**src/rtl/lbp_pkg.sv**
```systemverilog
package lbp_pkg;

    // Frame geometry limits and field widths.
    localparam int MAX_WIDTH  = 1024;
    localparam int MAX_HEIGHT = 1024;
    localparam int NUM_BINS   = 256;

    localparam int DIM_W   = 11;
    localparam int PIX_W   = 8;
    localparam int BIN_W   = $clog2(NUM_BINS);
    localparam int COUNT_W = 20;
    localparam int COL_W   = $clog2(MAX_WIDTH);
    localparam int MAX_DIM = (MAX_WIDTH > MAX_HEIGHT) ? MAX_WIDTH : MAX_HEIGHT;
    localparam int SIZE_W  = $clog2(MAX_DIM + 1);
    localparam int CMP_W   = (SIZE_W > DIM_W) ? SIZE_W : DIM_W;

    // Configuration register map.
    localparam int CFG_IDX_W = 1;
    localparam logic [CFG_IDX_W-1:0] REG_IMAGE_WIDTH  = CFG_IDX_W'(0);
    localparam logic [CFG_IDX_W-1:0] REG_IMAGE_HEIGHT = CFG_IDX_W'(1);
    localparam logic [DIM_W-1:0]     WIDTH_RESET      = DIM_W'(640);
    localparam logic [DIM_W-1:0]     HEIGHT_RESET     = DIM_W'(480);

    localparam logic [COUNT_W-1:0] COUNT_MAX = {COUNT_W{1'b1}};

    localparam logic KIND_CODE  = 1'b0;
    localparam logic KIND_COUNT = 1'b1;

    localparam int QUEUE_DEPTH = 4;
    localparam int OUT_DEPTH   = 4;

    typedef enum logic [1:0] {
        CMD_PIXEL = 2'd0,
        CMD_READ  = 2'd1,
        CMD_START = 2'd2
    } t_cmd;

    typedef enum logic [1:0] {
        OP_COUNT = 2'd0,
        OP_READ  = 2'd1,
        OP_CLEAR = 2'd2
    } t_op;

    // One histogram operation handed from the front to the back.
    typedef struct packed {
        t_op              op;
        logic [BIN_W-1:0] addr;
        logic             last;
    } t_hist_op;

    // One result beat.
    typedef struct packed {
        logic               kind;
        logic [PIX_W-1:0]   code;
        logic [COUNT_W-1:0] count;
        logic               done;
    } t_result;

endpackage

```
**src/rtl/lbp_queue.sv**
```systemverilog
module lbp_queue (
    input  logic              i_clk,
    input  logic              i_rst_n,
    input  logic              i_push,
    input  lbp_pkg::t_hist_op i_op,
    output logic              o_full,
    input  logic              i_pop,
    output logic              o_valid,
    output lbp_pkg::t_hist_op o_op
);
    import lbp_pkg::*;

    localparam int PTR_W = $clog2(QUEUE_DEPTH);
    localparam int CNT_W = $clog2(QUEUE_DEPTH + 1);

    t_hist_op         r_slot [QUEUE_DEPTH];
    logic [PTR_W-1:0] r_wr;
    logic [PTR_W-1:0] r_rd;
    logic [CNT_W-1:0] r_cnt;
    logic             do_pop;

    assign o_full  = r_cnt == CNT_W'(QUEUE_DEPTH);
    assign o_valid = r_cnt != '0;
    assign o_op    = r_slot[r_rd];
    assign do_pop  = i_pop && o_valid;

    always_ff @(posedge i_clk) begin
        if (!i_rst_n) begin
            r_wr  <= '0;
            r_rd  <= '0;
            r_cnt <= '0;
        end else begin
            if (i_push) begin
                r_wr <= PTR_W'((int'(r_wr) + 1) % QUEUE_DEPTH);
            end
            if (do_pop) begin
                r_rd <= PTR_W'((int'(r_rd) + 1) % QUEUE_DEPTH);
            end
            r_cnt <= r_cnt + CNT_W'(i_push) - CNT_W'(do_pop);
        end
    end

    always_ff @(posedge i_clk) begin
        if (i_push) begin
            r_slot[r_wr] <= i_op;
        end
    end

endmodule

```
**config.mk**
```make
export PLATFORM = sky130hd
export DESIGN_NAME = lbp_queue
export DESIGN_NICKNAME = d
export VERILOG_FILES = /design/src/rtl/lbp_pkg.sv /design/src/rtl/lbp_queue.sv
export SDC_FILE = /design/constraint.sdc
export NUM_CORES = 1
export LEC_CHECK = 0
export ABC_AREA = 1
export BUFFER_PORTS_ARGS = -buffer_cell sky130_fd_sc_hd__buf_2
export CORE_UTILIZATION = 50
export DETAILED_ROUTE_END_ITERATION = 16
export PLACE_DENSITY = 0.75
export SETUP_SLACK_MARGIN = 0.2
export SLEW_MARGIN = 15
export SYNTH_ARGS = -nofsm -noshare
export SYNTH_HDL_FRONTEND = slang
export SYNTH_SLANG_ARGS = --single-unit
```
**constraint.sdc**
```tcl
create_clock -name i_clk -period 2.7 [get_ports i_clk]
set_input_delay 0.405 -clock i_clk [delete_from_list [all_inputs] [get_ports i_clk]]
set_output_delay 0.405 -clock i_clk [all_outputs]
set_load 0.005 [all_outputs]
```
==> out/qor.csv <==
stage;metric;value;unit
pwr;Combinational Power Share;23.1;%
placement;Buffers on Ports;27;
timing;post-route minimum period;2.07;ns
worst_setup_path;Critical Path AT;1.67;ns
worst_setup_path;CP max-delay cell;dfxtp_1;
logic_synthesis;Synth Warn #;0;
logic_synthesis;Mapped Cells;168;
pwr;P_leak;0.930;nW
timing;Final Setup Violations;0;
pwr;internal power;0.00141;W
die;Die X;66.7;µm
hold_path;Hold Crit Class;primary input to register;
logic_synthesis;syn avg cell area;12.5;µm²
route;drt first pass iters;4;
clocking;Reg clk slew, reported paths;0.09;ns
timing;period utilisation layout;76.8;%
cells_and_area;final layout net count;219;
clocking;H-tree depth;2;
timing;worst setup margin;0.626;ns
route;1st-iter DRT viols;66;
clocking;CTS resizes;0;
timing;Worst Clk Skew;0.00824;ns
die;die area;4450;µm²
grt;largest net degree at the start of global routing;23;
clocking;clk sinks;53;
pwr;Max IR drop VDD;407;µV
logic_synthesis;post-synthesis sequential area ratio;71.7;%
logic_synthesis;Synthesized Nets;190;
die;starting density of the core;52.4;%
grt;vias in the first global route;1300;
die;Rows;23;
worst_setup_path;CP Launch Type;register;
logic_synthesis;post-synth cell types;19;
cells_and_area;most common cell after layout, fill and taps aside;edfxtp_1;
die;Top Ports;28;
worst_setup_path;Worst Setup End Kind;output pin;
worst_setup_path;worst path cell trace;clkinv_1 -> o21ai_1 -> o22ai_1 -> buf_2;
logic_synthesis;synthesis-stage register bit count;53;
worst_setup_path;critical path start-end classification;register to output pin;
clocking;Clock Latency Late Sink;0.31;ns
grt;grt total ovfl;0;
grt;All-Layer GR Usage;19.1;%
cells_and_area;utilization after layout;59.1;%
placement;Detail Placement HPWL;2.55;mm
die;core area;4000;µm²
logic_synthesis;Synth area leaders;edfxtp_1, dfxtp_1, nor2_1, o21ai_1, ha_1;
cells_and_area;most frequent cells in the layout;edfxtp_1, nor2_1, buf_2;
logic_synthesis;top-area cell type share of the netlist area;63.1;%
clocking;CTS Buf Count;5;
clocking;cts hold-fix bufs;0;
timing;Max Freq;482;MHz
pwr;Clock Power Share;26.1;%
route;Routed Wire Length;3.72;mm
worst_setup_path;WP buf/inv;2;
hold_path;Hold Crit Depth;1;
pwr;Flop pwr share;50.8;%
route;DRC viols;0;
route;Avg WL per Cell;15.0;µm
pwr;NetSw;0.000565;W
worst_setup_path;Reg2Reg Setup Slack;0.96;ns
worst_setup_path;Levels on crit path;4;
timing;Fin. Hold Viols;0;
timing;Post-Route Setup TNS;0;ns
pwr;Sw Share;28.7;%
placement;DP Worst Slack;0.862;ns
worst_setup_path;max incr delay on CP;0.57;ns
clocking;cell at the root of the clock tree;clkbuf_8;
worst_setup_path;required time of the critical path;2.30;ns
clocking;Longest Clk Path Bufs;2;
grt;first-pass GRT wire length;5.98;mm
grt;initial antenna violation count;0;
pwr;PD cells;834;nW/µm²
timing;Slew HR;64.9;%
die;Die Span Y;66.7;µm
timing;max-slew violation count;0;
timing;RSZ-0062 raised after global routing;no;
route;post-route ant nets;0;
worst_setup_path;reg2reg path depth;8;
flow_run;number of max-cap violations;0;
logic_synthesis;Post-Syn Area;2090;µm²
pwr;Total Power;0.00197;W
route;Vias;1304;
worst_setup_path;Critical Path Fanout Max;12;
route;Vias/cell;5.26;
cells_and_area;Area growth, synth to finish;13.0;%
cells_and_area;Antenna Cells;0;
worst_setup_path;Largest delay share family, worst path;flip-flops;
clocking;Setup Buffers After CTS;0;
cells_and_area;layout cells sized above 1;19.7;%
logic_synthesis;dominant cell type by area after synthesis;edfxtp_1;
timing;Slew @ Worst Pin;0.526;ns
status;status;finished clean;
clocking;CTS tree;done;
placement;Routability Congestion;0.789;
[flip-flops by register name (all words and copies together) (netlist names), named ones only]
| name | cells |
|---|---|
| r_wr | 2 |
| r_slot | 44 |
| r_cnt | 3 |
| r_rd | 2 |
[synthesized netlist by cell type (all sizes together)]
library cell and n:
a21boi 1, a21oi 5, buf 6, clkinv 1
dfxtp 9, edfxtp 44, fa 1, ha 6
inv 16, nand2 14, nand3 2, nor2 28
o21ai 24, o22ai 11
[metal layers]
metal | global-route usage [%] | part of all wire [%] | vias to the layer above
li1 | - | - | 649
met1 | 22.9 | 43 | 627
met2 | 31.3 | 51 | 21
met3 | 4.97 | 3.9 | 7
met4 | 10.4 | 2.3 | 0
met5 | 0 | 0 | -
[cell families (layout without fill, tap and decap cells)]
family                   Yosys count  count (layout)  share of synthesized area (%)
flip-flops                        53              53                           71.7
AND/OR/NAND/NOR                   44              44                           8.24
AO/OA/AOI/OAI                     41              41                           10.6
buffers and inverters             23              53                           4.96
adder cells (fa/ha/maj)            7               7                           4.54
[stage by stage]
| stage | instances | hold slack [ns] | cell area (µm²) |
|---|---|---|---|
| 2_1_floorplan | 168 | 0.448 | 2090 |
| 3_3_place_gp | 240 | 0.465 | 2260 |
| 3_5_place_dp | 240 | 0.479 | 2260 |
| 4_1_cts | 248 | 0.302 | 2370 |
| 5_1_grt | 248 | 0.309 | 2370 |
| 6_report | 248 | 0.310 | 2370 |
[final timing paths]
kind                            startpoint            to
worst max-delay path              register       o_op[5]
worst min-delay path               i_op[5]  r_slot[3][5]
worst max register to register    r_cnt[1]      r_cnt[2]
worst min register to register     r_rd[0]       r_rd[0]
[area by class of cell]
| cell class | count | area, µm² |
|---|---|---|
| Fill cell | 317 | 1630 |
| Tap cell | 50 | 62.6 |
| Multi-Input combinational cell | 92 | 489 |
| Timing Repair Buffer | 28 | 143 |
| Clock inverter | 2 | 33.8 |
| Sequential cell | 53 | 1500 |
| Clock buffer | 6 | 72.6 |
| Inverter | 17 | 63.8 |
[worst reg2reg max path: cells and delay by family (launching register included)]
family | cells | cell delay [ns]
buffers and inverters | 1 | 0.04
flip-flops | 1 | 0.34
AO/OA/AOI/OAI | 2 | 0.23
AND/OR/NAND/NOR | 2 | 0.18
adder cells (fa/ha/maj) | 3 | 0.85
[power groups by stage]
stage	registers (W)	logic, W	clock network [W]
after floorplan	0.000996	0.000331	0
after global placement	0.00101	0.000434	0
after detailed placement	0.00102	0.000460	0
after CTS	0.00100	0.000462	0.000525
after global routing	0.00101	0.000534	0.000550
final	0.00100	0.000455	0.000516
Power figures use the tool's default switching activity.
